$ cat src/page_bitmap_mosaic_assert.svh
// ----------------------------------------------------------------------------
// Page bitmap mosaic assertion macros
// Shared concurrent assertion forms, gated by the asynchronous reset.
// ----------------------------------------------------------------------------
`ifndef PAGE_BITMAP_MOSAIC_ASSERT_SVH
`define PAGE_BITMAP_MOSAIC_ASSERT_SVH

// Same-cycle implication, disabled while reset is asserted.
`define PBM_ASSERT_IMP(label, clk, rst_n, ante, cons, msg) \
    label: assert property (@(posedge clk) disable iff (!rst_n) (ante) |-> (cons)) \
        else $error(msg);

// Next-cycle implication, disabled while reset is asserted.
`define PBM_ASSERT_NXT(label, clk, rst_n, ante, cons, msg) \
    label: assert property (@(posedge clk) disable iff (!rst_n) (ante) |=> (cons)) \
        else $error(msg);

`endif

$ cat src/pbm_pkg.sv
// ----------------------------------------------------------------------------
// Page bitmap mosaic package
// Shared types, constants and the in-byte block OR function.
// ----------------------------------------------------------------------------
`default_nettype none

package pbm_pkg;

    localparam int QUEUE_DEPTH_DEF = 2;

    // Mask pairs per stage: (low half, high half) of each aligned block.
    localparam logic [7:0] STAGE_MASK [6] = '{8'h55, 8'hAA, 8'h33, 8'hCC, 8'h0F, 8'hF0};

    // One closed group: the finished byte and the level that sets its repeat count.
    typedef struct packed {
        logic [7:0] mos_byte;
        logic [1:0] level;
    } mos_entry_t;

    typedef struct packed {
        logic       push;
        mos_entry_t entry;
    } q_push_t;

    typedef struct packed {
        logic       valid;
        mos_entry_t entry;
    } q_head_t;

    // OR aligned blocks of 2^lv bits together, one mask-and-shift stage per level.
    function automatic logic [7:0] mosaic_bits(input logic [7:0] c, input logic [1:0] lv);
        logic [7:0] v;
        v = c;
        for (int j = 0; j < 3; j++) begin
            if (j < int'(lv)) begin
                v = v | ((v & STAGE_MASK[2*j]) << (1 << j))
                      | ((v & STAGE_MASK[2*j+1]) >> (1 << j));
            end
        end
        return v;
    endfunction

endpackage

`default_nettype wire

$ cat src/pbm_stream_if.sv
// ----------------------------------------------------------------------------
// Page bitmap mosaic stream interfaces
// Valid/ready channels for incoming buffer bytes and outgoing mosaic bytes.
// ----------------------------------------------------------------------------
`default_nettype none

interface pbm_in_if;
    logic       valid;
    logic       ready;
    logic [7:0] pixel_byte;

    modport source (output valid, output pixel_byte, input ready);
    modport sink   (input valid, input pixel_byte, output ready);
endinterface

interface pbm_out_if;
    logic       valid;
    logic       ready;
    logic [7:0] out_byte;
    logic       last;

    modport source (output valid, output out_byte, output last, input ready);
    modport sink   (input valid, input out_byte, input last, output ready);
endinterface

`default_nettype wire

$ cat src/page_bitmap_mosaic.sv
// ----------------------------------------------------------------------------
// Page bitmap mosaic
// Mosaic pixelation of a 1-bit page-ordered display buffer stream.
// ----------------------------------------------------------------------------
// The block takes buffer bytes (eight vertical pixels, bit 0 on top) on
// pixel_in and sends mosaicked bytes on mosaic_out. With level L, every 2^L
// input bytes form a group: they are ORed together, aligned blocks of 2^L bits
// inside that byte are ORed together, and the result goes out 2^L times, the
// final copy marked with last. Level 0 passes bytes straight through with last
// set on each. Both sides move one item per cycle: a byte that only extends
// a group is always taken, and a byte that closes a group is taken whenever
// the group queue (QUEUE_DEPTH entries) has room, so the input is paced only
// by the repeater, which sends one copy per cycle while the receiver is
// ready. A group's first copy passes the queue write, then the output
// register. Write level only while the block is idle; a partial group
// survives a level change and closes as soon as its count reaches the new size.
// ----------------------------------------------------------------------------
`default_nettype none

module page_bitmap_mosaic #(
    parameter int QUEUE_DEPTH = pbm_pkg::QUEUE_DEPTH_DEF
) (
    input  wire logic       clk,
    input  wire logic       rst_n,
    input  wire logic       level_we,
    input  wire logic [1:0] level_wdata,
    pbm_in_if.sink          pixel_in,
    pbm_out_if.source       mosaic_out
);

    pbm_pkg::q_push_t q_push;
    pbm_pkg::q_head_t q_head;
    logic             q_full;
    logic             q_pop;

    // Front end: gather groups, mosaic the closing byte, push it.
    pbm_front u_front (
        .clk         (clk),
        .rst_n       (rst_n),
        .level_we    (level_we),
        .level_wdata (level_wdata),
        .pixel_in    (pixel_in),
        .q_full      (q_full),
        .q_push      (q_push)
    );

    // Decouple the front end from the repeater.
    pbm_queue #(
        .DEPTH (QUEUE_DEPTH)
    ) u_queue (
        .clk      (clk),
        .rst_n    (rst_n),
        .push_req (q_push),
        .full     (q_full),
        .head     (q_head),
        .pop      (q_pop)
    );

    // Back end: repeat each group's byte and flag the last copy.
    pbm_back u_back (
        .clk        (clk),
        .rst_n      (rst_n),
        .head       (q_head),
        .pop        (q_pop),
        .mosaic_out (mosaic_out)
    );

endmodule

`default_nettype wire

$ cat src/pbm_front.sv
// ----------------------------------------------------------------------------
// Page bitmap mosaic front end
// Holds the level register, gathers groups and pushes closed groups.
// ----------------------------------------------------------------------------
`default_nettype none

module pbm_front (
    input  wire logic             clk,
    input  wire logic             rst_n,
    input  wire logic             level_we,
    input  wire logic [1:0]       level_wdata,
    pbm_in_if.sink                pixel_in,
    input  wire logic             q_full,
    output pbm_pkg::q_push_t      q_push
);

    logic [1:0] level_reg;
    logic [7:0] group_or_reg;
    logic [7:0] group_or_next;
    logic [2:0] group_count_reg;
    logic [2:0] group_count_next;
    logic [3:0] count_plus;
    logic [3:0] group_size;
    logic       closes;
    logic       accept;
    logic [7:0] merged;

    // A group closes once its byte count reaches the size under the current level.
    assign count_plus = {1'b0, group_count_reg} + 4'd1;
    assign group_size = 4'd1 << level_reg;
    assign closes     = (count_plus >= group_size);

    // Bytes that only extend a group never need queue space.
    assign pixel_in.ready = !closes || !q_full;
    assign accept         = pixel_in.valid && pixel_in.ready;
    assign merged         = group_or_reg | pixel_in.pixel_byte;

    always_comb
    begin
        group_or_next    = group_or_reg;
        group_count_next = group_count_reg;
        if (accept)
        begin
            if (closes)
            begin
                group_or_next    = 8'h00;
                group_count_next = 3'd0;
            end
            else
            begin
                group_or_next    = merged;
                group_count_next = count_plus[2:0];
            end
        end
    end

    assign q_push.push           = accept && closes;
    assign q_push.entry.mos_byte = pbm_pkg::mosaic_bits(merged, level_reg);
    assign q_push.entry.level    = level_reg;

    always_ff @(posedge clk or negedge rst_n)
    begin
        if (!rst_n)
        begin
            level_reg       <= 2'd0;
            group_or_reg    <= 8'h00;
            group_count_reg <= 3'd0;
        end
        else
        begin
            if (level_we)
            begin
                level_reg <= level_wdata;
            end
            group_or_reg    <= group_or_next;
            group_count_reg <= group_count_next;
        end
    end

endmodule

`default_nettype wire

$ cat src/pbm_queue.sv
// ----------------------------------------------------------------------------
// Page bitmap mosaic group queue
// Short FIFO of closed groups between the front end and the repeater.
// ----------------------------------------------------------------------------
`default_nettype none

`include "page_bitmap_mosaic_assert.svh"

module pbm_queue #(
    parameter int DEPTH = pbm_pkg::QUEUE_DEPTH_DEF
) (
    input  wire logic             clk,
    input  wire logic             rst_n,
    input  wire pbm_pkg::q_push_t push_req,
    output logic                  full,
    output pbm_pkg::q_head_t      head,
    input  wire logic             pop
);

    localparam int PTR_W = (DEPTH > 1) ? $clog2(DEPTH) : 1;
    localparam int CNT_W = $clog2(DEPTH + 1);
    localparam logic [PTR_W-1:0] LAST_PTR = PTR_W'(DEPTH - 1);
    localparam logic [CNT_W-1:0] FULL_CNT = CNT_W'(DEPTH);

    pbm_pkg::mos_entry_t store_reg [DEPTH];
    logic [PTR_W-1:0]    wr_ptr_reg;
    logic [PTR_W-1:0]    wr_ptr_next;
    logic [PTR_W-1:0]    rd_ptr_reg;
    logic [PTR_W-1:0]    rd_ptr_next;
    logic [CNT_W-1:0]    count_reg;
    logic [CNT_W-1:0]    count_next;

    assign full       = (count_reg == FULL_CNT);
    assign head.valid = (count_reg != '0);
    assign head.entry = store_reg[rd_ptr_reg];

    always_comb
    begin
        wr_ptr_next = wr_ptr_reg;
        rd_ptr_next = rd_ptr_reg;
        count_next  = count_reg;
        if (push_req.push)
        begin
            wr_ptr_next = (wr_ptr_reg == LAST_PTR) ? '0 : wr_ptr_reg + 1'b1;
        end
        if (pop)
        begin
            rd_ptr_next = (rd_ptr_reg == LAST_PTR) ? '0 : rd_ptr_reg + 1'b1;
        end
        if (push_req.push && !pop)
        begin
            count_next = count_reg + 1'b1;
        end
        else if (pop && !push_req.push)
        begin
            count_next = count_reg - 1'b1;
        end
    end

    always_ff @(posedge clk)
    begin
        if (push_req.push)
        begin
            store_reg[wr_ptr_reg] <= push_req.entry;
        end
    end

    always_ff @(posedge clk or negedge rst_n)
    begin
        if (!rst_n)
        begin
            wr_ptr_reg <= '0;
            rd_ptr_reg <= '0;
            count_reg  <= '0;
        end
        else
        begin
            wr_ptr_reg <= wr_ptr_next;
            rd_ptr_reg <= rd_ptr_next;
            count_reg  <= count_next;
        end
    end

    `PBM_ASSERT_IMP(a_no_overflow, clk, rst_n, push_req.push, !full || pop, "queue overflow")
    `PBM_ASSERT_IMP(a_no_underflow, clk, rst_n, pop, count_reg != '0, "queue underflow")

endmodule

`default_nettype wire

$ cat src/pbm_back.sv
// ----------------------------------------------------------------------------
// Page bitmap mosaic repeater
// Emits each closed group's byte 2^level times and flags the last copy.
// ----------------------------------------------------------------------------
`default_nettype none

`include "page_bitmap_mosaic_assert.svh"

module pbm_back (
    input  wire logic             clk,
    input  wire logic             rst_n,
    input  wire pbm_pkg::q_head_t head,
    output logic                  pop,
    pbm_out_if.source             mosaic_out
);

    logic       out_valid_reg;
    logic       out_valid_next;
    logic [7:0] out_byte_reg;
    logic [7:0] out_byte_next;
    logic       last_reg;
    logic       last_next;
    logic [2:0] rem_reg;
    logic [2:0] rem_next;
    logic       advance;
    logic       repeating;
    logic [3:0] head_size;
    logic [3:0] head_size_m1;

    assign advance      = !out_valid_reg || mosaic_out.ready;
    assign repeating    = out_valid_reg && (rem_reg != 3'd0);
    assign pop          = advance && !repeating && head.valid;
    assign head_size    = 4'd1 << head.entry.level;
    assign head_size_m1 = head_size - 4'd1;

    always_comb
    begin
        out_valid_next = out_valid_reg;
        out_byte_next  = out_byte_reg;
        last_next      = last_reg;
        rem_next       = rem_reg;
        if (advance)
        begin
            if (repeating)
            begin
                rem_next  = rem_reg - 3'd1;
                last_next = (rem_reg == 3'd1);
            end
            else if (head.valid)
            begin
                out_valid_next = 1'b1;
                out_byte_next  = head.entry.mos_byte;
                rem_next       = head_size_m1[2:0];
                last_next      = (head_size_m1 == 4'd0);
            end
            else
            begin
                out_valid_next = 1'b0;
            end
        end
    end

    always_ff @(posedge clk)
    begin
        out_byte_reg <= out_byte_next;
    end

    always_ff @(posedge clk or negedge rst_n)
    begin
        if (!rst_n)
        begin
            out_valid_reg <= 1'b0;
            last_reg      <= 1'b0;
            rem_reg       <= 3'd0;
        end
        else
        begin
            out_valid_reg <= out_valid_next;
            last_reg      <= last_next;
            rem_reg       <= rem_next;
        end
    end

    assign mosaic_out.valid    = out_valid_reg;
    assign mosaic_out.out_byte = out_byte_reg;
    assign mosaic_out.last     = last_reg;

    `PBM_ASSERT_IMP(a_last_ends_run, clk, rst_n, out_valid_reg && last_reg,
                    rem_reg == 3'd0, "last with copies left")
    `PBM_ASSERT_IMP(a_run_has_tail, clk, rst_n, out_valid_reg && !last_reg,
                    rem_reg != 3'd0, "run ends without last")
    `PBM_ASSERT_NXT(a_pop_shows, clk, rst_n, pop, out_valid_reg, "popped group not shown")

endmodule

`default_nettype wire

$ cat src/flat_wrapper.sv
// flat-port wrapper written by rule: the top's interface ports become plain ports
module page_bitmap_mosaic_flat 
#(
    parameter int QUEUE_DEPTH = pbm_pkg::QUEUE_DEPTH_DEF
)
  (clk, rst_n, level_we, level_wdata, pixel_in_valid, pixel_in_pixel_byte, pixel_in_ready, mosaic_out_valid, mosaic_out_out_byte, mosaic_out_last, mosaic_out_ready);
  pbm_in_if pixel_in_i ();
  pbm_out_if mosaic_out_i ();
  input  wire logic clk;
  input  wire logic rst_n;
  input  wire logic level_we;
  input  wire logic [1:0] level_wdata;
  input wire logic [$bits(pixel_in_i.valid)-1:0] pixel_in_valid;
  input wire logic [$bits(pixel_in_i.pixel_byte)-1:0] pixel_in_pixel_byte;
  output wire logic [$bits(pixel_in_i.ready)-1:0] pixel_in_ready;
  output wire logic [$bits(mosaic_out_i.valid)-1:0] mosaic_out_valid;
  output wire logic [$bits(mosaic_out_i.out_byte)-1:0] mosaic_out_out_byte;
  output wire logic [$bits(mosaic_out_i.last)-1:0] mosaic_out_last;
  input wire logic [$bits(mosaic_out_i.ready)-1:0] mosaic_out_ready;
  assign pixel_in_i.valid = pixel_in_valid;
  assign pixel_in_i.pixel_byte = pixel_in_pixel_byte;
  assign pixel_in_ready = pixel_in_i.ready;
  assign mosaic_out_valid = mosaic_out_i.valid;
  assign mosaic_out_out_byte = mosaic_out_i.out_byte;
  assign mosaic_out_last = mosaic_out_i.last;
  assign mosaic_out_i.ready = mosaic_out_ready;
  page_bitmap_mosaic #(.QUEUE_DEPTH(QUEUE_DEPTH)) u_core (.clk(clk), .rst_n(rst_n), .level_we(level_we), .level_wdata(level_wdata), .pixel_in(pixel_in_i), .mosaic_out(mosaic_out_i));
endmodule
$ cat config.mk
export PLATFORM = sky130hd
export DESIGN_NAME = page_bitmap_mosaic_flat
export DESIGN_NICKNAME = d
export VERILOG_FILES = /design/src/pbm_pkg.sv /design/src/pbm_stream_if.sv /design/src/page_bitmap_mosaic.sv /design/src/pbm_front.sv /design/src/pbm_queue.sv /design/src/pbm_back.sv /design/src/flat_wrapper.sv
export VERILOG_INCLUDE_DIRS = /design/src /design/src/src
export SDC_FILE = /design/constraint.sdc
export NUM_CORES = 1
export LEC_CHECK = 0
export BUFFER_PORTS_ARGS = -buffer_cell sky130_fd_sc_hd__clkbuf_2
export CAP_MARGIN = 10
export CORE_MARGIN = 4
export CORE_UTILIZATION = 40
export DETAILED_ROUTE_END_ITERATION = 7
export GPL_TIMING_DRIVEN = 0
export HOLD_SLACK_MARGIN = 0.06
export PLACE_DENSITY = 0.63
export SETUP_SLACK_MARGIN = 0.5
export SKIP_LAST_GASP = 1
export SYNTH_ARGS = -nofsm -noshare
export SYNTH_HDL_FRONTEND = slang
export SYNTH_SLANG_ARGS = --single-unit
$ cat constraint.sdc
create_clock -name clk -period 4.7 [get_ports clk]
set_input_delay 0.94 -clock clk [delete_from_list [all_inputs] [get_ports clk]]
set_output_delay 0.94 -clock clk [all_outputs]
set_load 0.02 [all_outputs]
-- Yosys cells after proc, flatten, opt, wreduce, memory -nomap -nowiden
Memories as Yosys holds them, arrays and structs flattened.
Cells that the tools add are included.
- register bits after elaboration: 30
- output and inout port bits: 11
- memories kept: 1
- bits in writable memories: 20
- bits of input ports: 15
- memories (memory ; depth ; width ; read ports ; clocked after Yosys merged registers in ; write ports ; line ; source):
    u_core.u_queue.store_reg ; 2 ; 10 ; 1 ; 0 ; 1 ; pbm_queue.sv:25 ; pbm_pkg::mos_entry_t store_reg [DEPTH];
- equal/unequal tests: 2
- bitwise gates (word level): 8
- reductions and logical operators: 23
- shifts and indexed selects: 2
- multiplexer cells: 16
- order comparisons: 4
- add/sub/neg operators: 7
- operators by type and width (kind ; number):
    $mux W8 ; 4
    $or A8 B8 Y8 ; 4
    $mux W3 ; 3
    $or A8 B4 Y8 ; 1
    $or A8 B6 Y8 ; 1
    $or A8 B7 Y8 ; 1
    $shl A1 B2 Y4 const A ; 2
    $logic_and A1 B1 Y1 ; 7
    $mux W1 ; 7
    $logic_not A1 Y1 ; 6
    $reduce_bool A2 Y1 ; 3
    $add A3 B1 Y4 const B ; 1
    $ge A4 B4 Y1 ; 1
    $logic_not A4 Y1 ; 1
    $lt A1 B2 Y1 const A ; 2
    $mux W2 ; 2
    $reduce_and A2 Y1 ; 2
    $sub A4 B1 Y4 const B ; 1
    $eq A3 B1 Y1 const B ; 1
    $reduce_and A3 Y1 ; 1
    $reduce_bool A3 Y1 ; 1
    $sub A3 B1 Y3 const B ; 1
    $add A1 B1 Y1 const B ; 2
    $add A2 B1 Y2 const B ; 1
    5 further kinds ; 6

-- Longest topological paths before layout
Gate-level depths: netlist of run 1.
- depth after elaboration: 10
- gate-level depth with buffers: 11

-- Modules after synthesis
A second synthesis of run 1 with hierarchy kept.
- cells, all modules: 192
- area total of the unflattened synthesis: 2472.4 um^2
- by module, submodules not included (module ; area each (um^2) ; times used ; cells each ; sequential area each (um^2)):
    pbm_queue ; 949.7 ; 1 ; 47 ; 700.7
    pbm_front ; 932.1 ; 1 ; 102 ; 325.3
    pbm_back ; 590.6 ; 1 ; 43 ; 365.4

-- Least setup slack after synthesis of run 1
No wires, ideal clock.
- path type: reg-to-output
- start point: reg u_core.u_front.level_reg[1]
- end point: out pixel_in_ready
- path buffers: 1
- data required time: 3760 ps
- arrival time: 1599 ps
- slack: 2161 ps
- cell stages (with the launch flop): 7
- path through: dfrtp_1 > buf_2 > nor2_2 > ha_1 > nor3b_1 > o21ai_1 > nand2b_1
- longest elaborated chain between the ends: 4
- ends and longest elaborated chain (item ; line ; source):
    start, declared ; pbm_front.sv:17 ; logic [1:0] level_reg;
    start signal, assigned ; pbm_front.sv:73 ; level_reg <= level_wdata;
    $shl A1 B2 Y4 ; pbm_front.sv:30 ; assign group_size = 4'd1 << level_reg;
    $ge A4 B4 Y1 ; pbm_front.sv:31 ; assign closes = (count_plus >= group_size);
    $logic_not A1 Y1 ; pbm_front.sv:34 ; assign pixel_in.ready = !closes || !q_full;
    $logic_or A1 B1 Y1 ; pbm_front.sv:34 ;
    end, declared ; flat_wrapper.sv:15 ; output wire logic [$bits(pixel_in_i.ready)-1:0] pixel_in_ready;
No other way between the ends.

-- Worst setup path after layout of run 1
Same ends and word-level chain as after synthesis.

==> results of run 1 <==
[final cells by class]
| class | count | area [µm²] | area share |
|---|---|---|---|
| buffer | 5 | 22.5 | 0.00849 |
| clock buffer | 5 | 68.8 | 0.0259 |
| clock inverter | 3 | 20.0 | 0.00755 |
| inverter | 5 | 18.8 | 0.00708 |
| multi-input combinational | 131 | 916 | 0.345 |
| sequential | 50 | 1390 | 0.525 |
| tap | 72 | 90.1 | 0.0340 |
| timing repair buffer | 25 | 125 | 0.0472 |
[per-stage QoR]
stage / power (mW) / util / setup WS, ns
finish: 1.49 / 0.473 / 1.49
CTS: 1.51 / 0.473 / 1.45
global route: 1.62 / 0.473 / 1.30
floorplan: 1.12 / - / 2.16
global placement: 1.24 / 0.457 / 1.82
detailed placement: 1.25 / 0.457 / 1.80
[placed cells by master (no fill, tap or decap), drive strengths merged, types with 6 or more instances in the layout]
cell and n:
nand2 10, clkbuf 32, nor2 22, inv 6
o21ai 6, ha 9, nand2b 9, mux2 13
edfxtp 28, a21oi 14, dfrtp 22
[where the power goes]
part           leakage [nW]  switching (mW)  internal, mW  total [mW]
Clock                0.0422           0.144         0.105       0.249
Combinational         0.506           0.313         0.233       0.545
Sequential            0.492          0.0813         0.609       0.691
[metal layers]
metal	vias up	part of all wire	GRT usage	routed length, µm
li1	765	-	-	-
met1	703	0.46	0.157	1830
met2	27	0.47	0.190	1850
met3	5	0.046	0.0343	183
met4	0	0.020	0.0561	78
met5	-	0	0	0
[worst max-delay path: cells and delay by family, from the launching register on]
| kind | cells | cell delay, ns |
|---|---|---|
| buffers and inverters | 2 | 0.38 |
| adders and majority gates | 1 | 0.29 |
| AOI/OAI and AO/OA | 1 | 0.18 |
| and+or+nand+nor | 3 | 0.65 |
| DFF | 1 | 0.46 |
[logic make-up (layout without fill, tap and decap cells)]
family	after synthesis	count (layout)	share of synthesized area
buffers and inverters	10	43	0.0176
AND/OR/NAND/NOR	60	60	0.128
XOR/XNOR	6	6	0.0224
flip-flops	50	50	0.592
adder cells (fa/ha/maj)	9	9	0.0479
multiplexers	15	15	0.0709
AO/OA/AOI/OAI	41	41	0.121
[final timing paths]
kind / start / end / cells after the start
max in group asynchronous: rst_n / u_core.u_queue.wr_ptr_reg$_DFFE_PN0P_ / 1
hold reg to reg: u_core.u_front.group_or_reg[4]$_DFFE_PN0P_ / u_core.u_front.group_or_reg[4]$_DFFE_PN0P_ / 2
setup / recovery: u_core.u_front.level_reg[1]$_DFFE_PN0P_ / pixel_in_ready / 7
setup reg to reg: u_core.u_front.level_reg[1]$_DFFE_PN0P_ / u_core.u_queue.store_reg[0][7]$_DFFE_PP_ / 7
min in group asynchronous: rst_n / u_core.u_back.mosaic_out.last$_DFFE_PN0P_ / 1
hold / removal: u_core.u_front.group_or_reg[4]$_DFFE_PN0P_ / u_core.u_front.group_or_reg[4]$_DFFE_PN0P_ / 2
==> results.sh, run 1 <==
export IMPL_synth_top_cells_by_area="sky130_fd_sc_hd__edfxtp_1, sky130_fd_sc_hd__dfrtp_1, sky130_fd_sc_hd__mux2_2"
export IMPL_crit_path_max_fanout=10
export IMPL_initialDrtViolationCount=52
export IMPL_detail_route_vias_per_cell=5.07
export IMPL_crit_path_end_kind="output port"
export IMPL_grt_remaining_overflow=0
export IMPL_commonest_cells_in_the_netlist="sky130_fd_sc_hd__edfxtp_1, sky130_fd_sc_hd__dfrtp_1, sky130_fd_sc_hd__nor2_1, sky130_fd_sc_hd__a21oi_1, sky130_fd_sc_hd__mux2_2"
export IMPL_final_fill_count=545
export IMPL_crit_path_max_delay_cell_type="sky130_fd_sc_hd__dfrtp_1"
export IMPL_clock_skew_final_ns=0.00677
export IMPL_tightestPinTransition_ns=1.04
export IMPL_cts_setup_buffers=0
export IMPL_synth_net_count=215
export IMPL_clk_pin_slew_worst_paths_ns=0.09
export IMPL_drc=0
export IMPL_gp_congestion=0.824
export IMPL_timing_max_transition_violations_final=0
export IMPL_hold_viol=0
export IMPL_vias=1500
export IMPL_yosys_area_top_type="sky130_fd_sc_hd__edfxtp_1"
export IMPL_grt_antenna_before_repair=0
export IMPL_cts_made_buffers=5
export IMPL_synth_enable_flop_cells=28
export IMPL_numPlacedInstances=288
export IMPL_initial_core_util=0.419
export IMPL_largest_stage_delay_on_the_critical_path_ns=0.46
export IMPL_finalCritPeriodShare=0.683
export IMPL_first_pass_grt_wire_length_um=6880
export IMPL_largest_register_ff_count=20
export IMPL_wl_um=3950
export IMPL_regToRegSetupSlack_ns=1.88
export IMPL_std_cell_rows=27
export IMPL_cts_tree="done"
export IMPL_synth_async_sr_flop_share=0.440
export IMPL_timing_worst_setup_path_type="flop to output port"
export IMPL_htreeDepth=2
export IMPL_cellLeakagePower_nw=1.04
export IMPL_clkLatencyLatePin_ns=0.30
export IMPL_seq_area_frac_synth=0.592
export IMPL_chipHeight_um=84.6
export IMPL_wire_per_inst_um=13.3
export IMPL_arrival_time_reported_for_the_critical_path_endpoint_ns=2.27
export IMPL_grt_start_max_net_pins=23
export IMPL_start_kind="flop"
export IMPL_buffer_ports_inserted=25
export IMPL_cts_root_buffer_cell="sky130_fd_sc_hd__clkbuf_8"
export IMPL_fin_tns_setup_ns=0
export IMPL_tritoncts_num_sinks=50
export IMPL_synth_warnings=0
export IMPL_peakVddDrop_uv=220
export IMPL_finish_cell_count_without_fillers=296
export IMPL_area_growth_syn_to_layout_pct=12.9
export IMPL_postRouteAntennaNets=0
export IMPL_vias_in_the_first_global_route=1449
export IMPL_core_area_um2=5610
export IMPL_max_slew_margin=0.303
export IMPL_final_net_count=247
export IMPL_synth_distinct_cells=42
export IMPL_timing_final_crit_period_ns=3.21
export IMPL_postCtsResizedCells=0
export IMPL_ys_flop_type="sky130_fd_sc_hd__edfxtp_1"
export IMPL_setup_viols_final=0
export IMPL_data_required_time_at_the_worst_endpoint_ns=3.76
export IMPL_hpwl_dp_um=2860
export IMPL_fin_worst_hold_slack_ns=0.494
export IMPL_power_density_nw_per_um2=560
export IMPL_cap_viol_max_count=0
export IMPL_globalRouteTotalUtil=0.122
export IMPL_post_route_cell_area_um2=2650
export IMPL_die_width_um=84.6
export IMPL_fmaxAchievable_mhz=312
export IMPL_final_layout_size_suffix_gt1_frac=0.223
export IMPL_post_synth_inst_count=191
export IMPL_synth_seq_cells=50
export IMPL_synth_area_per_cell_um2=12.3
export IMPL_hp_class="flop to flop"
export IMPL_die_ar_um2=7160
export IMPL_yosysMostFrequentCell="sky130_fd_sc_hd__edfxtp_1"
export IMPL_detailedRoute_firstPassIterationCount=4
export IMPL_post_cts_hold_buffer_count=0
export IMPL_outcome="finished, final reports clean"
export IMPL_synth_top_area_frac=0.358
export IMPL_dpl_instance_area_um2=2560
export IMPL_antennaDiodeCount=0
export IMPL_io_pins=26
export IMPL_setup_repair_after_global_routing_missed_its_margin="no"
export IMPL_summed_instance_area_of_the_synthesized_netlist_um2=2350
export IMPL_clockBufferDepth=2
export IMPL_path_cells="buf_2, nor2_2, ha_1, nor3b_1, o21ai_1, nand2b_1, clkbuf_2"
(Power assumes the default switching activity.)
==> run 2: changes to the inputs <==
==> constraint.sdc (replaced) <==
create_clock -name clk -period 3.4 [get_ports clk]
set_input_delay 0.68 -clock clk [delete_from_list [all_inputs] [get_ports clk]]
set_output_delay 0.68 -clock clk [all_outputs]
set_load 0.02 [all_outputs]
==> run 2 against run 1 <==
Compared with the run above:
- flip-flop and latch count did not move
- worst setup slack got worse by 0.86 ns
- hold slack got worse by 0.14 ns
- final cell count did not move
- via count rose by 0.47%
- register-to-register slack got worse by 1.0 ns
- largest power group unchanged
- first-iteration DRC count rose by 27%
==> results.sh, run 2 (synthesized netlist as in run 1, its figures left out) <==
export IMPL_setup_repair_after_global_routing_missed_its_margin="yes"
export IMPL_initial_core_util=0.419
export IMPL_clk_pin_slew_worst_paths_ns=0.09
export IMPL_chipHeight_um=84.6
export IMPL_power_density_nw_per_um2=772
export IMPL_grt_start_max_net_pins=23
export IMPL_tightestPinTransition_ns=0.619
export IMPL_initialDrtViolationCount=66
export IMPL_std_cell_rows=27
export IMPL_grt_use_met3=0.0343
export IMPL_start_kind="flop"
export IMPL_clkLatencyLatePin_ns=0.30
export IMPL_outcome="finished, final reports clean"
export IMPL_gp_congestion=0.824
export IMPL_cap_viol_max_count=0
export IMPL_buffer_ports_inserted=25
export IMPL_arrival_time_reported_for_the_critical_path_endpoint_ns=2.09
export IMPL_cts_tree="done"
export IMPL_peakVddDrop_uv=311
export IMPL_cts_setup_buffers=0
export IMPL_antennaDiodeCount=0
export IMPL_io_pins=26
export IMPL_fmaxAchievable_mhz=362
export IMPL_grt_antenna_before_repair=0
export IMPL_tritoncts_num_sinks=50
export IMPL_final_fill_count=545
export IMPL_htreeDepth=2
export IMPL_final_common_cell="sky130_fd_sc_hd__edfxtp_1"
export IMPL_wire_per_inst_um=13.4
export IMPL_wl_um=3960
export IMPL_detail_route_vias_per_cell=5.09
export IMPL_crit_path_end_kind="output port"
export IMPL_timing_max_transition_violations_final=0
export IMPL_grt_remaining_overflow=0
export IMPL_dpl_instance_area_um2=2560
export IMPL_final_layout_size_suffix_gt1_frac=0.237
export IMPL_clock_skew_final_ns=0.00486
export IMPL_vias_in_the_first_global_route=1453
export IMPL_largest_stage_delay_on_the_critical_path_ns=0.45
export IMPL_post_cts_hold_buffer_count=0
export IMPL_drc=0
export IMPL_max_slew_margin=0.587
export IMPL_detailedRoute_firstPassIterationCount=4
export IMPL_crit_path_max_delay_cell_type="sky130_fd_sc_hd__dfrtp_1"
export IMPL_postRouteAntennaNets=0
export IMPL_regToRegSetupSlack_ns=0.83
export IMPL_post_route_cell_area_um2=2670
export IMPL_timing_final_crit_period_ns=2.77
export IMPL_timing_worst_setup_path_type="flop to output port"
export IMPL_finalCritPeriodShare=0.813
export IMPL_vias=1507
export IMPL_die_width_um=84.6
export IMPL_first_pass_grt_wire_length_um=6890
export IMPL_fin_worst_hold_slack_ns=0.357
export IMPL_area_growth_syn_to_layout_pct=13.7
export IMPL_clockBufferDepth=2
export IMPL_fin_tns_setup_ns=0
export IMPL_crit_path_max_fanout=10
export IMPL_globalRouteTotalUtil=0.122
export IMPL_grt_util_met1=0.157
export IMPL_grt_busiest_layer="met2"
export IMPL_data_required_time_at_the_worst_endpoint_ns=2.72
export IMPL_largest_register_ff_count=20
export IMPL_core_area_um2=5610
export IMPL_cts_root_buffer_cell="sky130_fd_sc_hd__clkbuf_8"
export IMPL_final_net_count=247
export IMPL_hp_class="input port to asynchronous set/reset pin"
export IMPL_path_cells="clkbuf_4, nor2_4, ha_1, nor3b_2, o21ai_1, nand2b_1, clkbuf_2"
export IMPL_hpwl_dp_um=2860
export IMPL_die_ar_um2=7160
export IMPL_worst_path_dominant_cell_family="simple AND/OR/NAND/NOR gates"
export IMPL_final_cell_mix="sky130_fd_sc_hd__edfxtp_1, sky130_fd_sc_hd__clkbuf_2, sky130_fd_sc_hd__dfrtp_1"
export IMPL_hold_viol=0
export IMPL_cp_buffers_inverters=2
export IMPL_globalRouteMet2Util=0.191
export IMPL_setup_viols_final=0
export IMPL_cellLeakagePower_nw=1.04
export IMPL_cts_made_buffers=5
[run 2: changes by cell type in the layout (fill, tap and decap cells not counted), sizes merged]
cell    change
buf         -1
clkbuf      +1
[run 2: area by class of cell]
class / instances / area [µm²] / area share
clock inverters: 3 / 20.0 / 0.00749
clock buffers: 5 / 68.8 / 0.0258
inverters: 5 / 18.8 / 0.00703
well taps: 72 / 90.1 / 0.0337
multi-input cells: 131 / 932 / 0.349
repair buffers: 25 / 125 / 0.0468
flip-flops and latches: 50 / 1390 / 0.521
plain buffers: 5 / 25.0 / 0.00937
[run 2: repair_timing]
| item | in CTS | in global routing |
|---|---|---|
| setup endpoints to repair | 1 | 12 |
| endpoints found under the hold margin | 0 | 0 |
| gates resized for setup | 1 | 4 |
[run 2: final timing paths]
kind	cells past startpoint	endpoint	start
worst max-delay path	7	pixel_in_ready	u_core.u_front.level_reg[1]$_DFFE_PN0P_
worst min-delay path	1	u_core.u_back.mosaic_out.last$_DFFE_PN0P_	rst_n
worst max register to register	11	u_core.u_queue.count_reg[1]$_DFFE_PN0P_	u_core.u_front.level_reg[1]$_DFFE_PN0P_
worst min register to register	2	u_core.u_front.group_or_reg[4]$_DFFE_PN0P_	u_core.u_front.group_or_reg[4]$_DFFE_PN0P_
max in group asynchronous	1	u_core.u_back.rem_reg[1]$_DFFE_PN0P_	rst_n
min in group clk	2	u_core.u_front.group_or_reg[4]$_DFFE_PN0P_	u_core.u_front.group_or_reg[4]$_DFFE_PN0P_
[run 2: stage by stage]
stage / utilization / cells / total power [mW] / setup slack (ns)
global placement: 0.457 / 288 / 1.71 / 0.620
detailed placement: 0.457 / 288 / 1.73 / 0.564
CTS: 0.474 / 296 / 2.09 / 0.505
floorplan: - / 191 / 1.54 / 1.02
global route: 0.476 / 296 / 2.25 / 0.457
finish: 0.476 / 296 / 2.06 / 0.634
[run 2: power by group]
part	leakage (nW)	switching, mW	internal (mW)	total, mW
sequential	0.492	0.114	0.842	0.956
clock	0.0422	0.198	0.145	0.343
combinational	0.510	0.436	0.327	0.762
total	1.04	0.748	1.31	2.06
[run 2: routing by layer]
metal  vias to the layer above  share of wire
met5                         -              0
met4                         0          0.020
met3                         5          0.043
met2                        22           0.47
met1                       713           0.46
li1                        767              -
